## src/drt_pkg.sv

```systemverilog
`default_nettype none

package drt_pkg;

  // Field widths
  localparam int unsigned CoordW = 14;
  localparam int unsigned ImgPosW = 16;
  localparam int unsigned ImgDimW = 15;
  localparam int unsigned RowBytesW = 16;
  localparam int unsigned CfgAddrW = 2;

  typedef logic [1:0] op_t;
  typedef logic [1:0] status_t;
  typedef logic [CfgAddrW-1:0] cfg_addr_t;
  typedef logic [CoordW-1:0] coord_t;

  // Request opcodes
  localparam op_t OP_IMAGE = 2'd0;
  localparam op_t OP_END_FRAME = 2'd1;
  localparam op_t OP_INVALIDATE = 2'd2;

  // Result status codes
  localparam status_t ST_UNCHANGED = 2'd0;
  localparam status_t ST_CHANGED = 2'd1;
  localparam status_t ST_NOT_READY = 2'd2;

  // Configuration register indexes
  localparam cfg_addr_t CFG_FRAME_WIDTH = 2'd0;
  localparam cfg_addr_t CFG_FRAME_HEIGHT = 2'd1;
  localparam cfg_addr_t CFG_TRACK_LOADED = 2'd2;

endpackage

`default_nettype wire

```

## src/drt_ifs.sv

```systemverilog
`default_nettype none

// Image / end-of-frame request channel
interface drt_in_if;
  import drt_pkg::*;
  logic valid;
  logic ready;
  op_t op;
  logic signed [ImgPosW-1:0] img_x;
  logic signed [ImgPosW-1:0] img_y;
  logic [ImgDimW-1:0] img_width;
  logic [ImgDimW-1:0] img_height;
  logic frame_changed;

  modport source (output valid, op, img_x, img_y, img_width, img_height, frame_changed,
                  input ready);
  modport sink (input valid, op, img_x, img_y, img_width, img_height, frame_changed,
                output ready);
endinterface

// Dirty rectangle result channel
interface drt_out_if;
  import drt_pkg::*;
  logic valid;
  logic ready;
  status_t status;
  coord_t dirty_x;
  coord_t dirty_y;
  coord_t dirty_w;
  coord_t dirty_h;
  logic [RowBytesW-1:0] row_bytes;

  modport source (output valid, status, dirty_x, dirty_y, dirty_w, dirty_h, row_bytes,
                  input ready);
  modport sink (input valid, status, dirty_x, dirty_y, dirty_w, dirty_h, row_bytes,
                output ready);
endinterface

// Register write channel
interface drt_cfg_if;
  import drt_pkg::*;
  logic valid;
  logic ready;
  cfg_addr_t addr;
  coord_t data;

  modport source (output valid, addr, data, input ready);
  modport sink (input valid, addr, data, output ready);
endinterface

`default_nettype wire

```

## src/dirty_region_tracker_top.sv

```systemverilog
`default_nettype none

// Overlay dirty-rectangle tracker.
// in_chan takes requests: image rectangles (clipped to the frame and merged
// into a running bounding box), end-of-frame markers carrying the renderer's
// changed flag, and invalidate (previous box becomes the whole frame).
// out_chan returns one result per end-of-frame request: status, the dirty
// rectangle (union of this frame's box and the previous one) and its bytes
// per row. Image and invalidate requests give no result.
// cfg_chan writes frame width, frame height and track-loaded; it is always
// ready and should be written only while the tracker is idle.
// A request is registered in the input stage, processed there, and its
// result is registered in the output register.
// Throughput: one request per cycle while no result is held up, the running
// box being updated combinationally. The output register frees the input side
// while a result waits; if the receiver stalls with a result pending, an
// end-of-frame request holds in the input stage and in_chan.ready drops.
// Reset clears the configuration registers, running box, previous box and all valid flags.
module dirty_region_tracker_top (
  input  wire logic clk,
  input  wire logic rst_n,
  drt_in_if.sink    in_chan,
  drt_out_if.source out_chan,
  drt_cfg_if.sink   cfg_chan
);
  import drt_pkg::*;

  localparam int unsigned SumW = ImgPosW + 2;

  // Configuration registers
  coord_t frame_w_r, frame_h_r;
  logic track_r;

  // Input stage
  logic s1_valid_r;
  op_t s1_op_r;
  logic signed [ImgPosW-1:0] s1_x_r, s1_y_r;
  logic [ImgDimW-1:0] s1_w_r, s1_h_r;
  logic s1_chg_r;

  // Tracker state
  coord_t acc_l_r, acc_t_r, acc_r_r, acc_b_r;
  coord_t prev_l_r, prev_t_r, prev_w_r, prev_h_r;
  coord_t acc_l_nxt, acc_t_nxt, acc_r_nxt, acc_b_nxt;
  coord_t prev_l_nxt, prev_t_nxt, prev_w_nxt, prev_h_nxt;

  // Output register
  logic out_valid_r;
  status_t out_status_r;
  coord_t out_x_r, out_y_r, out_w_r, out_h_r;
  status_t res_status;
  coord_t res_x, res_y, res_w, res_h;

  logic rdy, is_eof, out_free, s1_fire, in_fire;

  assign rdy = (frame_w_r != '0) && (frame_h_r != '0) && track_r;
  assign is_eof = (s1_op_r == OP_END_FRAME);
  assign out_free = !out_valid_r || out_chan.ready;
  assign s1_fire = s1_valid_r && (!is_eof || out_free);
  assign in_chan.ready = !s1_valid_r || s1_fire;
  assign in_fire = in_chan.valid && in_chan.ready;
  assign cfg_chan.ready = 1'b1;

  // Clip the image rectangle to the frame
  logic signed [SumW-1:0] ix, iy, x0, y0, x1s, y1s, x1, y1, fw, fh;
  logic img_ok;
  always_comb begin
    ix = {{2{s1_x_r[ImgPosW-1]}}, s1_x_r};
    iy = {{2{s1_y_r[ImgPosW-1]}}, s1_y_r};
    fw = SumW'(frame_w_r);
    fh = SumW'(frame_h_r);
    x0 = ix[SumW-1] ? '0 : ix;
    y0 = iy[SumW-1] ? '0 : iy;
    x1s = ix + SumW'(s1_w_r);
    y1s = iy + SumW'(s1_h_r);
    x1 = (x1s > fw) ? fw : x1s;
    y1 = (y1s > fh) ? fh : y1s;
    img_ok = (x1 > x0) && (y1 > y0);
  end

  // Previous box merged with the running box
  logic acc_empty, prev_set;
  logic [CoordW:0] pr, pb, dl, dt, dr, db, dw, dh;
  always_comb begin
    acc_empty = (acc_r_r <= acc_l_r) || (acc_b_r <= acc_t_r);
    prev_set = (prev_w_r != '0) && (prev_h_r != '0);
    pr = {1'b0, prev_l_r} + {1'b0, prev_w_r};
    pb = {1'b0, prev_t_r} + {1'b0, prev_h_r};
    dl = {1'b0, acc_l_r};
    dt = {1'b0, acc_t_r};
    dr = {1'b0, acc_r_r};
    db = {1'b0, acc_b_r};
    if (prev_set) begin
      if (acc_empty) begin
        dl = {1'b0, prev_l_r};
        dt = {1'b0, prev_t_r};
        dr = pr;
        db = pb;
      end else begin
        if ({1'b0, prev_l_r} < dl) dl = {1'b0, prev_l_r};
        if ({1'b0, prev_t_r} < dt) dt = {1'b0, prev_t_r};
        if (pr > dr) dr = pr;
        if (pb > db) db = pb;
      end
    end
    dw = (dr > dl) ? dr - dl : '0;
    dh = (db > dt) ? db - dt : '0;
  end

  // Next state and result
  always_comb begin
    acc_l_nxt = acc_l_r;
    acc_t_nxt = acc_t_r;
    acc_r_nxt = acc_r_r;
    acc_b_nxt = acc_b_r;
    prev_l_nxt = prev_l_r;
    prev_t_nxt = prev_t_r;
    prev_w_nxt = prev_w_r;
    prev_h_nxt = prev_h_r;
    res_status = ST_UNCHANGED;
    res_x = '0;
    res_y = '0;
    res_w = '0;
    res_h = '0;
    unique case (s1_op_r)
      OP_IMAGE: begin
        if (rdy && img_ok) begin
          if (acc_empty) begin
            acc_l_nxt = x0[CoordW-1:0];
            acc_t_nxt = y0[CoordW-1:0];
            acc_r_nxt = x1[CoordW-1:0];
            acc_b_nxt = y1[CoordW-1:0];
          end else begin
            if (x0[CoordW-1:0] < acc_l_r) acc_l_nxt = x0[CoordW-1:0];
            if (y0[CoordW-1:0] < acc_t_r) acc_t_nxt = y0[CoordW-1:0];
            if (x1[CoordW-1:0] > acc_r_r) acc_r_nxt = x1[CoordW-1:0];
            if (y1[CoordW-1:0] > acc_b_r) acc_b_nxt = y1[CoordW-1:0];
          end
        end
      end
      OP_END_FRAME: begin
        acc_l_nxt = '0;
        acc_t_nxt = '0;
        acc_r_nxt = '0;
        acc_b_nxt = '0;
        if (!rdy) begin
          res_status = ST_NOT_READY;
        end else if (s1_chg_r) begin
          res_status = ST_CHANGED;
          prev_l_nxt = acc_l_r;
          prev_t_nxt = acc_t_r;
          prev_w_nxt = (acc_r_r > acc_l_r) ? acc_r_r - acc_l_r : '0;
          prev_h_nxt = (acc_b_r > acc_t_r) ? acc_b_r - acc_t_r : '0;
          if (dw != '0 && dh != '0) begin
            res_x = dl[CoordW-1:0];
            res_y = dt[CoordW-1:0];
            res_w = dw[CoordW-1:0];
            res_h = dh[CoordW-1:0];
          end
        end
      end
      OP_INVALIDATE: begin
        prev_l_nxt = '0;
        prev_t_nxt = '0;
        prev_w_nxt = frame_w_r;
        prev_h_nxt = frame_h_r;
      end
      default: begin
      end
    endcase
  end

  // Control and state registers
  always_ff @(posedge clk) begin
    if (!rst_n) begin
      frame_w_r <= '0;
      frame_h_r <= '0;
      track_r <= 1'b0;
      s1_valid_r <= 1'b0;
      out_valid_r <= 1'b0;
      acc_l_r <= '0;
      acc_t_r <= '0;
      acc_r_r <= '0;
      acc_b_r <= '0;
      prev_l_r <= '0;
      prev_t_r <= '0;
      prev_w_r <= '0;
      prev_h_r <= '0;
    end else begin
      if (cfg_chan.valid) begin
        unique case (cfg_chan.addr)
          CFG_FRAME_WIDTH: frame_w_r <= cfg_chan.data;
          CFG_FRAME_HEIGHT: frame_h_r <= cfg_chan.data;
          CFG_TRACK_LOADED: track_r <= cfg_chan.data[0];
          default: begin
          end
        endcase
      end
      if (in_fire) begin
        s1_valid_r <= 1'b1;
      end else if (s1_fire) begin
        s1_valid_r <= 1'b0;
      end
      if (s1_fire && is_eof) begin
        out_valid_r <= 1'b1;
      end else if (out_chan.ready) begin
        out_valid_r <= 1'b0;
      end
      if (s1_fire) begin
        acc_l_r <= acc_l_nxt;
        acc_t_r <= acc_t_nxt;
        acc_r_r <= acc_r_nxt;
        acc_b_r <= acc_b_nxt;
        prev_l_r <= prev_l_nxt;
        prev_t_r <= prev_t_nxt;
        prev_w_r <= prev_w_nxt;
        prev_h_r <= prev_h_nxt;
      end
    end
  end

  // Payload registers
  always_ff @(posedge clk) begin
    if (in_fire) begin
      s1_op_r <= in_chan.op;
      s1_x_r <= in_chan.img_x;
      s1_y_r <= in_chan.img_y;
      s1_w_r <= in_chan.img_width;
      s1_h_r <= in_chan.img_height;
      s1_chg_r <= in_chan.frame_changed;
    end
    if (s1_fire && is_eof) begin
      out_status_r <= res_status;
      out_x_r <= res_x;
      out_y_r <= res_y;
      out_w_r <= res_w;
      out_h_r <= res_h;
    end
  end

  assign out_chan.valid = out_valid_r;
  assign out_chan.status = out_status_r;
  assign out_chan.dirty_x = out_x_r;
  assign out_chan.dirty_y = out_y_r;
  assign out_chan.dirty_w = out_w_r;
  assign out_chan.dirty_h = out_h_r;
  // Four bytes per pixel
  assign out_chan.row_bytes = {out_w_r, 2'b00};

endmodule

`default_nettype wire
```

## src/flat_wrapper.sv

```systemverilog
// flat-port wrapper written by rule: the top's interface ports become plain ports
module dirty_region_tracker_top_flat import drt_pkg::*;
  (clk, rst_n, in_chan_valid, in_chan_op, in_chan_img_x, in_chan_img_y, in_chan_img_width, in_chan_img_height, in_chan_frame_changed, in_chan_ready, out_chan_valid, out_chan_status, out_chan_dirty_x, out_chan_dirty_y, out_chan_dirty_w, out_chan_dirty_h, out_chan_row_bytes, out_chan_ready, cfg_chan_valid, cfg_chan_addr, cfg_chan_data, cfg_chan_ready);
  drt_in_if in_chan_i ();
  drt_out_if out_chan_i ();
  drt_cfg_if cfg_chan_i ();
  input  wire logic clk;
  input  wire logic rst_n;
  input wire logic [$bits(in_chan_i.valid)-1:0] in_chan_valid;
  input wire logic [$bits(in_chan_i.op)-1:0] in_chan_op;
  input wire logic [$bits(in_chan_i.img_x)-1:0] in_chan_img_x;
  input wire logic [$bits(in_chan_i.img_y)-1:0] in_chan_img_y;
  input wire logic [$bits(in_chan_i.img_width)-1:0] in_chan_img_width;
  input wire logic [$bits(in_chan_i.img_height)-1:0] in_chan_img_height;
  input wire logic [$bits(in_chan_i.frame_changed)-1:0] in_chan_frame_changed;
  output wire logic [$bits(in_chan_i.ready)-1:0] in_chan_ready;
  output wire logic [$bits(out_chan_i.valid)-1:0] out_chan_valid;
  output wire logic [$bits(out_chan_i.status)-1:0] out_chan_status;
  output wire logic [$bits(out_chan_i.dirty_x)-1:0] out_chan_dirty_x;
  output wire logic [$bits(out_chan_i.dirty_y)-1:0] out_chan_dirty_y;
  output wire logic [$bits(out_chan_i.dirty_w)-1:0] out_chan_dirty_w;
  output wire logic [$bits(out_chan_i.dirty_h)-1:0] out_chan_dirty_h;
  output wire logic [$bits(out_chan_i.row_bytes)-1:0] out_chan_row_bytes;
  input wire logic [$bits(out_chan_i.ready)-1:0] out_chan_ready;
  input wire logic [$bits(cfg_chan_i.valid)-1:0] cfg_chan_valid;
  input wire logic [$bits(cfg_chan_i.addr)-1:0] cfg_chan_addr;
  input wire logic [$bits(cfg_chan_i.data)-1:0] cfg_chan_data;
  output wire logic [$bits(cfg_chan_i.ready)-1:0] cfg_chan_ready;
  assign in_chan_i.valid = in_chan_valid;
  assign in_chan_i.op = in_chan_op;
  assign in_chan_i.img_x = in_chan_img_x;
  assign in_chan_i.img_y = in_chan_img_y;
  assign in_chan_i.img_width = in_chan_img_width;
  assign in_chan_i.img_height = in_chan_img_height;
  assign in_chan_i.frame_changed = in_chan_frame_changed;
  assign in_chan_ready = in_chan_i.ready;
  assign out_chan_valid = out_chan_i.valid;
  assign out_chan_status = out_chan_i.status;
  assign out_chan_dirty_x = out_chan_i.dirty_x;
  assign out_chan_dirty_y = out_chan_i.dirty_y;
  assign out_chan_dirty_w = out_chan_i.dirty_w;
  assign out_chan_dirty_h = out_chan_i.dirty_h;
  assign out_chan_row_bytes = out_chan_i.row_bytes;
  assign out_chan_i.ready = out_chan_ready;
  assign cfg_chan_i.valid = cfg_chan_valid;
  assign cfg_chan_i.addr = cfg_chan_addr;
  assign cfg_chan_i.data = cfg_chan_data;
  assign cfg_chan_ready = cfg_chan_i.ready;
  dirty_region_tracker_top u_core (.clk(clk), .rst_n(rst_n), .in_chan(in_chan_i), .out_chan(out_chan_i), .cfg_chan(cfg_chan_i));
endmodule
```

## config.mk

```make
export PLATFORM = sky130hd
export DESIGN_NAME = dirty_region_tracker_top_flat
export DESIGN_NICKNAME = d
export VERILOG_FILES = /design/src/drt_pkg.sv /design/src/drt_ifs.sv /design/src/dirty_region_tracker_top.sv /design/src/flat_wrapper.sv
export SDC_FILE = /design/constraint.sdc
export NUM_CORES = 1
export LEC_CHECK = 0
export ABC_CLOCK_PERIOD_IN_PS = 10600
export BUFFER_PORTS_ARGS = -buffer_cell sky130_fd_sc_hd__buf_2
export CAP_MARGIN = 30
export CORE_ASPECT_RATIO = 1.2
export CORE_MARGIN = 1
export CORE_UTILIZATION = 54
export DETAILED_ROUTE_END_ITERATION = 10
export PLACE_DENSITY_LB_ADDON = 0.3
export SKIP_LAST_GASP = 1
export SLEW_MARGIN = 30
export SYNTH_ARGS = -nofsm -noshare
export SYNTH_HDL_FRONTEND = slang
export SYNTH_SLANG_ARGS = --single-unit
```

## constraint.sdc

```tcl
create_clock -name clk -period 10.6 [get_ports clk]
set_input_delay 0 -clock clk [delete_from_list [all_inputs] [get_ports clk]]
set_output_delay 0 -clock clk [all_outputs]
set_load 0.1 [all_outputs]
```

==> flow_summary.toml <==
[run_status]
status = "finished clean"

[global_routing]
grt_usage_pct = 29.8
grt_pass1_wl_um = 90400
grt_max_degree = 94
antenna_found_initial = 0
overflow = 0
grt_pass1_vias = 17500

[layout]
final_cell_mix = "ha_1 (284), nand2_1 (208), a21oi_1 (189)"
nNetsFinal = 2825
fin_cells = 2940
n_antenna_cell = 0
num-fill-cells = 3065
final_common_cell = "ha_1"
drive_gt1_share_pct = 12.6
multi_input_area_mm2 = 0.0127
seqCellArea_mm2 = 0.00656
syn_to_final_growth_pct = 14.8

[sta]
finalSetupTns_ns = 0
slew_headroom_pct = 37.6
tightest_slew_ns = 0.936
rsz0062_at_grt = "no"
final.period_utilization_pct = 74.1
fmax_mhz = 127
hold_viol_final = 0
finalCriticalPeriod_ns = 7.85
finalMaxSlewViolations = 0
fin_skew_ns = 0.0148
setup_viol = 0

[worst_setup_path]
max_stage_delay_ns = 0.70
r2r_start = "u_core.prev_l_r[1]"
r2r-end = "u_core.out_chan.dirty_y[6]"
cp_num_buf_inv = 1
worstSetupPathType = "reg -> reg"
cp_max_fo = 35
r2r_slack_ns = 2.75
start_kind = "register"
endpoint_kind = "register"
crit_family = "compound AO/OA/AOI/OAI gates"
worstSetupStartpoint = "u_core.prev_l_r[1]"
slowest_stage = "o31ai_4"
crit_required_ns = 10.91
reg2regPathDepth = 26
cp_data_arrival_time_ns = 8.16

[detailed_routing]
via_count = 17900
drc = 0
dr.pass1.iters = 6
vias_per_cell = 6.09
routed_wl_um = 56900
wl_per_cell_um = 19.3
antenna_left = 0
initialDrtViolationCount = 1228

[synthesis]
synth_edf_count = 123
yosysUniqueCellTypes = 91
synthCells = 2231
ys_seq_area_share_pct = 32.3
syn_area_mm2 = 0.0203
synth_top_area_share_pct = 18.2
synth.avg_cell_area_um2 = 9.09
async_flop_share_pct = 0
synth_top_area_cell = "edfxtp_1"
synth_top_flop_cell = "dfxtp_1"
ys_warn_count = 0
ys_ff_latch = 266
yosys-top-cells-area = "edfxtp_1 (18%), ha_1 (18%), dfxtp_1 (14%)"

[placement]
dp_hpwl_um = 43800
gp_congestion = 0.944
io_buffers = 159
placed_cells = 2792

[die]
start_util_pct = 55.0
ios = 163
die_y_um = 214
die_width_um = 179
fp.dieArea_mm2 = 0.0383
core-area_mm2 = 0.0369
rows = 77

[power_and_ir_drop]
p_int_uw = 2120
swShare_pct = 33.3
p_seq_share_pct = 35.7
p_switching_uw = 1060
p_leak_uw = 0.00973
p_comb_share_pct = 33.0
power.density_mw_per_mm2 = 137
ir_worst_vdd_mv = 0.186
clkPwrFrac_pct = 31.3

[hold_path]
hold-path-endpoint = "u_core.s1_y_r[9]"
min_path_cells = 2
hold_path_class = "in -> reg"
min_from = "in_chan_img_y[9]"

[cts]
root_buffer = "clkbuf_16"
cts.htree.levels = 1
cts_tree = "done"
path_clk_slew_ns = 0.07
clkSinkCount = 266
cts_buffers = 27
clock_latency_ns = 0.57
clock_path_buffers = 3

[run]
cap_viol_max_count = 0
[cell usage after synthesis, types with 21 or more instances]
cell type / count
ha_1: 285
nand2_1: 208
a21oi_1: 189
inv_1: 161
dfxtp_1: 143
nor2_1: 124
edfxtp_1: 123
o21ai_0: 84
nor3_1: 81
a21o_1: 67
xnor2_1: 62
mux2i_1: 52
clkbuf_1: 49
or3_1: 49
mux2_2: 40
nand3_1: 40
nand4_1: 34
nor2b_1: 29
a211oi_1: 28
buf_4: 22
a221oi_1: 21
nand2b_1: 21
[metal layers]
layer	vias to the layer above	global-route usage, %	wire length, um
li1	8634	-	-
met1	8423	39.7	24300
met2	732	48.6	26300
met3	120	3.60	4160
met4	0	11.8	2140
met5	-	0	0
[registers in the layout (all words and copies together) (netlist names), 2 cells and up]
name                     flops
u_core.acc_b_r              14
u_core.acc_l_r              14
u_core.acc_r_r              14
u_core.acc_t_r              14
u_core.frame_h_r            14
u_core.frame_w_r            14
u_core.out_chan.dirty_h     14
u_core.out_chan.dirty_w     14
u_core.out_chan.dirty_x     14
u_core.out_chan.dirty_y     14
u_core.out_chan.status       2
u_core.prev_h_r             14
u_core.prev_l_r             14
u_core.prev_t_r             14
u_core.prev_w_r             14
u_core.s1_h_r               15
u_core.s1_op_r               2
u_core.s1_w_r               15
u_core.s1_x_r               16
u_core.s1_y_r               16
[worst max-delay path by stage]
stage / endpoint / depth (start not counted)
5_1_grt: u_core.out_chan.dirty_y[1] / 26
6_report: u_core.out_chan.dirty_y[6] / 26
3_5_place_dp: u_core.out_chan.dirty_y[3] / 26
2_1_floorplan: u_core.acc_r_r[10] / 27
3_3_place_gp: u_core.out_chan.dirty_x[2] / 26
4_1_cts: u_core.out_chan.dirty_x[2] / 26
[power by group through the flow]
stage               Sequential [uW]  Clock, uW  Combinational [uW]
global route                   1140       1050                1150
global placement               1160          0                 983
finish                         1140        997                1050
detailed placement             1160          0                1010
CTS                            1140       1010                1040
floorplan                      1180          0                 754
[per-stage QoR]
step	cell area, um2	total power (uW)	utilization [%]	worst slack [ns]	hold slack, ns
global placement	21400	2140	57.9	3.15	0.176
detailed placement	21400	2170	57.9	2.90	0.178
CTS	23300	3180	63.1	2.87	0.112
global route	23300	3340	63.1	2.29	0.133
floorplan	20300	1930	-	4.32	0.0989
finish	23300	3190	63.1	2.75	0.133
[area by class of cell]
class	instances	share of cell area (%)
multi-input cells	1717	54.6
clock inverters	16	0.704
repair buffers	273	8.18
well taps	474	2.55
flip-flops and latches	266	28.2
clock buffers	33	3.23
inverters	161	2.60
[logic make-up (layout without fill, tap and decap cells)]
logic type / after synthesis / in the layout / synth area share [%]
AND/OR/NAND/NOR: 689 / 689 / 17.0
AO/OA/AOI/OAI: 547 / 547 / 17.9
adder cells (fa/ha/maj): 293 / 293 / 18.4
flip-flops: 266 / 266 / 32.3
buffers and inverters: 249 / 483 / 5.29
multiplexers: 105 / 105 / 5.66
XOR/XNOR: 80 / 80 / 3.46
other: 2 / 3 / 0.0370
[what timing repair did]
item	CTS	global route
hold buffers	98	0
resized for setup	0	0
endpoints found under the hold margin	118	0
buffers inserted	0	0
Power figures use the tool's default switching activity.
